$ cat config.mk
export PLATFORM = sky130hd
export DESIGN_NAME = krt_cell
export DESIGN_NICKNAME = d
export VERILOG_FILES = /design/src/rtl/krt_pkg.sv /design/src/rtl/krt_cell.sv
export SDC_FILE = /design/constraint.sdc
export NUM_CORES = 1
export LEC_CHECK = 0
export BUFFER_PORTS_ARGS = -buffer_cell sky130_fd_sc_hd__buf_4
export CELL_PAD_IN_SITES_DETAIL_PLACEMENT = 1
export CELL_PAD_IN_SITES_GLOBAL_PLACEMENT = 2
export CORE_UTILIZATION = 23
export DETAILED_ROUTE_END_ITERATION = 8
export GPL_ROUTABILITY_DRIVEN = 0
export PLACE_DENSITY = 0.79
export SYNTH_ARGS = -nofsm -noshare
export SYNTH_HDL_FRONTEND = slang
export SYNTH_SLANG_ARGS = --single-unit
$ cat constraint.sdc
create_clock -name clk -period 1.7 [get_ports clk]
set_input_delay 0.425 -clock clk [delete_from_list [all_inputs] [get_ports clk]]
set_output_delay 0.425 -clock clk [all_outputs]
set_load 0.02 [all_outputs]
$ cat src/rtl/krt_pkg.sv
// Package for the keyed record table: status codes, operation codes and record types.
// Used by every module of the block; depends on nothing.
`default_nettype none
package krt_pkg;
  localparam logic [1:0] OP_ADD  = 2'd0;
  localparam logic [1:0] OP_DEL  = 2'd1;
  localparam logic [1:0] OP_FIND = 2'd2;
  localparam logic [1:0] OP_LIST = 2'd3;

  localparam logic [2:0] ST_ADDED     = 3'd0;
  localparam logic [2:0] ST_FULL      = 3'd1;
  localparam logic [2:0] ST_EMPTY_KEY = 3'd2;
  localparam logic [2:0] ST_RECORD    = 3'd3;
  localparam logic [2:0] ST_DONE      = 3'd4;

  typedef struct packed {
    logic [7:0]  high;
    logic [63:0] low;
  } text_t;

  typedef struct packed {
    text_t phone;
    text_t surname;
    text_t key;
  } record_t;

  // Clears every character after the first zero character.
  function automatic text_t terminate(input text_t t);
    text_t r;
    logic  seen;
    r = t;
    seen = 1'b0;
    for (int i = 0; i < 8; i++) begin
      if (t.low[8*i +: 8] == 8'd0) seen = 1'b1;
      if (seen) r.low[8*i +: 8] = 8'd0;
    end
    if (seen) r.high = 8'd0;
    return r;
  endfunction
endpackage
`default_nettype wire

$ cat src/rtl/krt_cell.sv
// One slot cell of the record table: holds a record, written by add and cleared by delete.
// Depends on krt_pkg.
`default_nettype none
module krt_cell (
  input  wire logic             clk,
  input  wire logic             rst_n,
  input  wire logic             wr_en,
  input  wire krt_pkg::record_t wr_rec,
  input  wire logic             clr_en,
  output krt_pkg::record_t      rec,
  output logic                  occupied
);
  krt_pkg::record_t rec_r;

  always_ff @(posedge clk) begin
    if (!rst_n) begin
      rec_r <= '0;
    end else begin
      if (wr_en) begin
        rec_r <= wr_rec;
      end else if (clr_en) begin
        rec_r <= '0;
      end
    end
  end

  assign rec      = rec_r;
  assign occupied = (rec_r.key != '0);
endmodule
`default_nettype wire

==> impl_results.md, run 1 <==
- Status: complete, but fails checks
- Syn Inst Count: 984
- Largest net degree at the start of global routing: 88
- H-tree depth: 1
- First-pass GRT wire length: 50.70 mm
- Worst slew pin tran: 380.1 ps
- Multi-input gate area: between 4000 and 5000 µm²
- FP Rows: 71
- GRT Max-Usage Layer: met2
- Detail Placement HPWL: 25.16 mm
- Final worst slack: -804.4 ps
- Syn-to-layout area delta: 61.75%
- Clock Root Buffer: clkbuf_16
- Detailed-route via count: a little under 9000
- CP Max Fanout: 2
- Chip height: about 200 µm
- # setup viols final: 1
- Failing checks: negative setup slack
- Routed wire length: approximately 34 mm
- Crit end category: output pin
- Design area: 14500 µm²
- Max Cap Violations: 0
- Post-route minimum period: roughly 2500 ps
- Hold-critical path depth: 3
- GRT overflow: 0
- Syn nets: 1204
- Io pins: between 400 and 500
- Startpoint Class: register
- Vias in the first global route: 9165
- I/O Buffers: 436
- Initial DRC count: 222
- Data arrival, critical path: approximately 2100 ps
- Reg2reg end: rec[46]$_SDFFE_PN0P_
- Routed Antenna Nets: 0
- CTS Buf Count: 26
- Hold_buf cts: 0
- Met3 Usage GRT: 5.772%
- Warning count from the yosys run: 0
- Sequential element share of the synthesized area: 48.23%
- Worst VDD drop: 656.6 µV
- Syn Area/Cell: 9.111 µm²
- CTS tree: built
- Via density: 4.476
- Power per cell area: 914.4 nW/µm²
- Syn Std Cell Area: 8965 µm²
- Later-pin clock latency in the skew report: ~550 ps
- Max FFs per register: approximately 220
- Grt met2 use: between 20 and 30%
- Yosys cell types: 15
- Slew margin rel.: 74.66%
- Register Area: roughly 4400 µm²
- GR Layer Usage met1: 17.96%
- Pre-antenna DRT Iters: 4
- Setup Skew: 0 ps
- DRC viols: 0
- Final Hold Fails: 0
- Initial antenna violation count: 4
- Total global-route track usage: 16.26%
- Worst Hold Slack: 123.8 ps
- Hold Crit Class: primary input to register
- Worst r2r src: rec[46]$_SDFFE_PN0P_
- Worst EP required: approximately 1300 ps
- Static leakage: 5.975 nW
- Placed cell area: 13520 µm²
- Routed len/inst: 17.15 µm
- Share of layout cells above drive strength 1: 41.97%
- Fillers: 4496
- Hold path endpoint: rec[84]$_SDFFE_PN0P_
- Crit path kind: register to output pin
- Clock buffer depth: 3
- Tcrit/Tclk final: 147.3%
- R2r setup slk: 690 ps
- Die width: 199.4 µm
- Clock-pin slew on the worst setup and hold paths: 60 ps
- RSZ-0062 raised after global routing: true
- Pins Over Slew Limit: 0
- Worst R2R Path Depth: 4
- Fmax: 399.3 MHz
- Initial core utilization: 23.58%
- Number of synthesized register bits: 216
- Die ar.: 39770 µm²
- Clk sink count: 216
- Core area: 38020 µm²
- Worst slack, placed: -462.5 ps
- Final Net Count: 1675
- HP Start: wr_rec[84]
[cell families after synthesis]
kind of cell	after synthesis	share of synthesized area, %
AOI/OAI and AO/OA	216	12.06
buffers and inverters	96	4.550
DFF	216	48.23
and+or+nand+nor	456	35.16
[placed cells by master (no fill, tap or decap), drive strengths merged, types with 2 or more instances in the layout]
cell type / Yosys / final
clkinv: 0 / 2
nor3b: 216 / 216
diode: 0 / 2
buf: 45 / 539
nor2b: 216 / 216
nand4: 3 / 3
dfxtp: 216 / 216
clkbuf: 51 / 45
nor4: 18 / 18
a21oi: 216 / 216
[power breakdown]
part | switching (mW) | internal (mW) | total [mW]
clock network | 2.22 | 3.34 | 5.55
registers | 0.136 | 5.32 | 5.45
logic | 1.08 | 1.17 | 2.25
total | 3.44 | 9.82 | 13.3
[worst max-delay path by stage]
stage / cells past startpoint / from / slack (ps) / endpoint
final: 4 / rec[56]$_SDFFE_PN0P_ / -800 / occupied
after global routing: 5 / rec[1]$_SDFFE_PN0P_ / -920 / occupied
after CTS: 5 / rec[55]$_SDFFE_PN0P_ / -860 / occupied
after detailed placement: 4 / rec[37]$_SDFFE_PN0P_ / -460 / occupied
after global placement: 5 / rec[6]$_SDFFE_PN0P_ / -360 / occupied
after floorplan: 3 / rec[56]$_SDFFE_PN0P_ / -20 / occupied
[per-layer routing]
metal / vias up / wire (µm)
li1: 4338 / -
met1: 4252 / 13210
met2: 259 / 17210
met3: 46 / 2855
met4: 4 / 803
met5: - / 27
[cell usage after synthesis, drive strengths merged]
cell type	n	area (µm²)
clkbuf	51	191.4
and4	1	8.760
buf	45	216.5
nand4	3	18.77
or4	1	7.510
nand3	1	5.000
a21oi	216	1081
nor2b	216	1351
nor4	18	133.9
dfxtp	216	4324
nor3b	216	1627
[repair_timing]
action / CTS / global route
pin swaps: 4 / 1
gates resized for setup: 15 / 7
hold endpoints to repair: 0 / 0
setup buffers: 0 / 0
setup endpoints to repair: 1 / 3
[through the flow]
step / TNS, ps / util (%) / total power [mW] / cells
after floorplan: -18.42 / - / 6.569 / 984
after global placement: -365.0 / 35.57 / 7.761 / 1938
after detailed placement: -462.5 / 35.57 / 7.804 / 1938
after CTS: -860.7 / 38.07 / 13.51 / 1986
after global routing: -915.3 / 38.14 / 13.89 / 1988
final: -804.4 / 38.14 / 13.26 / 1988
[worst max-delay path: stages, from the launching register on]
cell and delay [ps]:
dfxtp_2 320, nor4_1 340, nand4_1 190, or4_4 530, buf_6 150
[cell type report]
class	count	area share, %
flip-flops and latches	216	30.06
multi-input cells	672	29.93
clock buffers	45	5.531
diodes	2	0.03452
repair buffers	539	29.65
clock inverters	3	0.3797
well taps	511	4.409
Power figures use the tool's default switching activity.
==> inputs of run 2 (changes only) <==
CORE_ASPECT_RATIO = 0.6   (was not set)
==> run 2 against run 1 <==
  * The run still ends with negative setup slack left
  * Critical path type unchanged
  * Cell area fell by 1.1%
  * Maximum frequency decreased by 1.4%
  * Sequential share of layout area rose by 0.29 points
  * Worst hold slack gained 22 ps
  * Critical endpoint unchanged
  * Cell count about the same
  * First-iteration DRC count is 99% higher
  * Register-to-register slack about the same
  * Sequential power barely moved
  * Critical path depth is the same
  * Setup slack got worse by 34 ps
  * Combinational power about the same
==> impl_results.md, run 2 (same netlist as run 1, synthesis figures left out) <==
- GRT overflow: 0 (unchanged)
- Static leakage: 5.925 nW (-0.84%)
- Status: complete, but fails checks
- Power per cell area: 909.1 nW/µm² (-0.58%)
- Pre-antenna DRT Iters: 4 (unchanged)
- Worst slew pin tran: 404.1 ps (+23.98 ps)
- I/O Buffers: 436 (unchanged)
- CP max stage delay: 580 ps (+50 ps)
- RSZ-0062 raised after global routing: true
- Final Net Count: 1676 (+0.060%)
- Hold_buf cts: 0 (unchanged)
- Post-route minimum period: 2539 ps (+34.39 ps)
- Clk sink count: 216 (unchanged)
- Max Cap Violations: 0 (unchanged)
- Core area: 38060 µm² (about the same)
- Total power: 13.03 mW (-1.7%)
- Total global-route track usage: 16.83% (+0.57 points)
- Setup Skew: 0 ps (unchanged)
- Most frequent cells in the layout: buf_4, a21oi_1, nor2b_1
- Chip height: 154.9 µm (-22%)
- Worst EP required: 1270 ps (about the same)
- Initial antenna violation count: 2 (-2)
- Sum Neg Setup Slack: -838.8 ps (-34.39 ps)
- Detailed-route via count: 8884 (-0.17%)
- Detail Placement HPWL: 26.16 mm (+4.0%)
- Max FFs per register: 216 (unchanged)
- H-tree depth: 1 (unchanged)
- R2r setup slk: 700 ps (about the same)
- CTS tree: built
- Pins Over Slew Limit: 0 (unchanged)
- Clock buffer depth: 3 (unchanged)
- Worst Hold Slack: 146.1 ps (+22.32 ps)
- Failing checks: negative setup slack
- Crit path kind: register to output pin
- Io pins: 437 (unchanged)
- Worst-path cell chain: nor4_1 -> nand4_1 -> or4_4 -> buf_6
- FP Rows: 55 (-23%)
- Commonest non-fill, non-tap cell in the layout: buf_4
- Routed Antenna Nets: 0 (unchanged)
- Top delay family on crit path: simple AND/OR/NAND/NOR gates
- Crit-path slowest cell: or4_4
- Routed wire length: 35.08 mm (+2.9%)
- Final Hold Fails: 0 (unchanged)
- Data arrival, critical path: 2110 ps (+30 ps)
- Share of layout cells above drive strength 1: 41.59% (-0.38 points)
- Initial DRC count: 441 (+99%)
- CTS Buf Count: 24 (-7.7%)
- First-pass GRT wire length: 53.39 mm (+5.3%)
- Later-pin clock latency in the skew report: 520 ps (-30 ps)
- Worst VDD drop: 595.7 µV (-9.3%)
- Via density: 4.467 (-0.22%)
- Initial core utilization: 23.56% (about the same)
- Die width: 256.9 µm (+29%)
- Fillers: 4448 (-1.1%)
- Die ar.: 39800 µm² (about the same)
- Fmax: 393.9 MHz (-1.4%)
- CP Max Fanout: 2 (unchanged)
- WP buf/inv: 1 (unchanged)
- Largest net degree at the start of global routing: 93 (+5.7%)
- Routed len/inst: 17.64 µm (+2.8%)
- Startpoint Class: register
- Post-CTS setup buffer count: 0 (unchanged)
- Syn-to-layout area delta: 59.93%
- Hold Crit Class: primary input to register
- Crit end category: output pin
- Clock-pin slew on the worst setup and hold paths: 60 ps (about the same)
- Clock Root Buffer: clkbuf_16
- # setup viols final: 1 (unchanged)
- Final core utilization: 37.68% (-0.46 points)
- Vias in the first global route: 9047 (-1.3%)
- Tcrit/Tclk final: 149.3% (+2.0 points)
- Slew margin rel.: 73.06% (-1.6 points)
- Final worst slack: -838.8 ps (-34.39 ps)
- DRC viols: 0 (unchanged)
run 2: path summary, 6_finish.rpt:
check	endpoint	cells after the start	startpoint
worst max-delay path	occupied	4	rec[56]$_SDFFE_PN0P_
worst min-delay path	rec[120]$_SDFFE_PN0P_	3	wr_rec[120]
worst max register to register	rec[16]$_SDFFE_PN0P_	4	rec[16]$_SDFFE_PN0P_
worst min register to register	rec[181]$_SDFFE_PN0P_	3	rec[181]$_SDFFE_PN0P_
run 2: worst min-delay path: stages:
cell,delay [ps]
buf_4,80
a21oi_1,50
nor2b_1,90
run 2: what timing repair did:
| item | CTS | global route |
|---|---|---|
| cloned | 0 | 0 |
| resized for setup | 9 | 0 |
| endpoints found under the setup margin | 1 | 1 |
| pin swaps | 4 | 1 |
run 2: power breakdown:
| part | total [mW] | leakage (nW) | internal (mW) | switching (mW) |
|---|---|---|---|---|
| sequential | 5.45 | 1.79 | 5.31 | 0.131 |
| combinational | 2.24 | 3.75 | 1.15 | 1.10 |
| clock | 5.35 | 0.393 | 3.13 | 2.22 |
run 2: per-stage QoR:
step / instance area (µm²) / setup slack (ps) / instances
final: 14340 / -838.8 / 1989
after global routing: 14340 / -962.0 / 1988
after CTS: 14330 / -900.0 / 1987
after detailed placement: 13490 / -478.5 / 1943
after global placement: 13490 / -448.4 / 1943
after floorplan: 8996 / -18.42 / 984
run 2: routing by layer:
metal | share of wire [%] | wire length [µm] | vias to the layer above | global-route usage [%]
met2 | 46 | 16120 | 207 | 27.22
met4 | 2.4 | 834 | 0 | 4.025
met3 | 5.5 | 1946 | 44 | 4.594
li1 | - | - | 4335 | -
met1 | 46 | 16170 | 4298 | 22.22
met5 | 0 | 0 | - | 0
run 2: cell type report:
cell class | count | area (µm²) | area share, %
Clock inverter | 10 | 102.6 | 0.7156
Tap cell | 513 | 641.9 | 4.477
Antenna cell | 2 | 5.005 | 0.03491
Timing Repair Buffer | 542 | 4259 | 29.71
Sequential cell | 216 | 4352 | 30.35
Clock buffer | 34 | 689.4 | 4.808
Multi-Input combinational cell | 672 | 4288 | 29.91
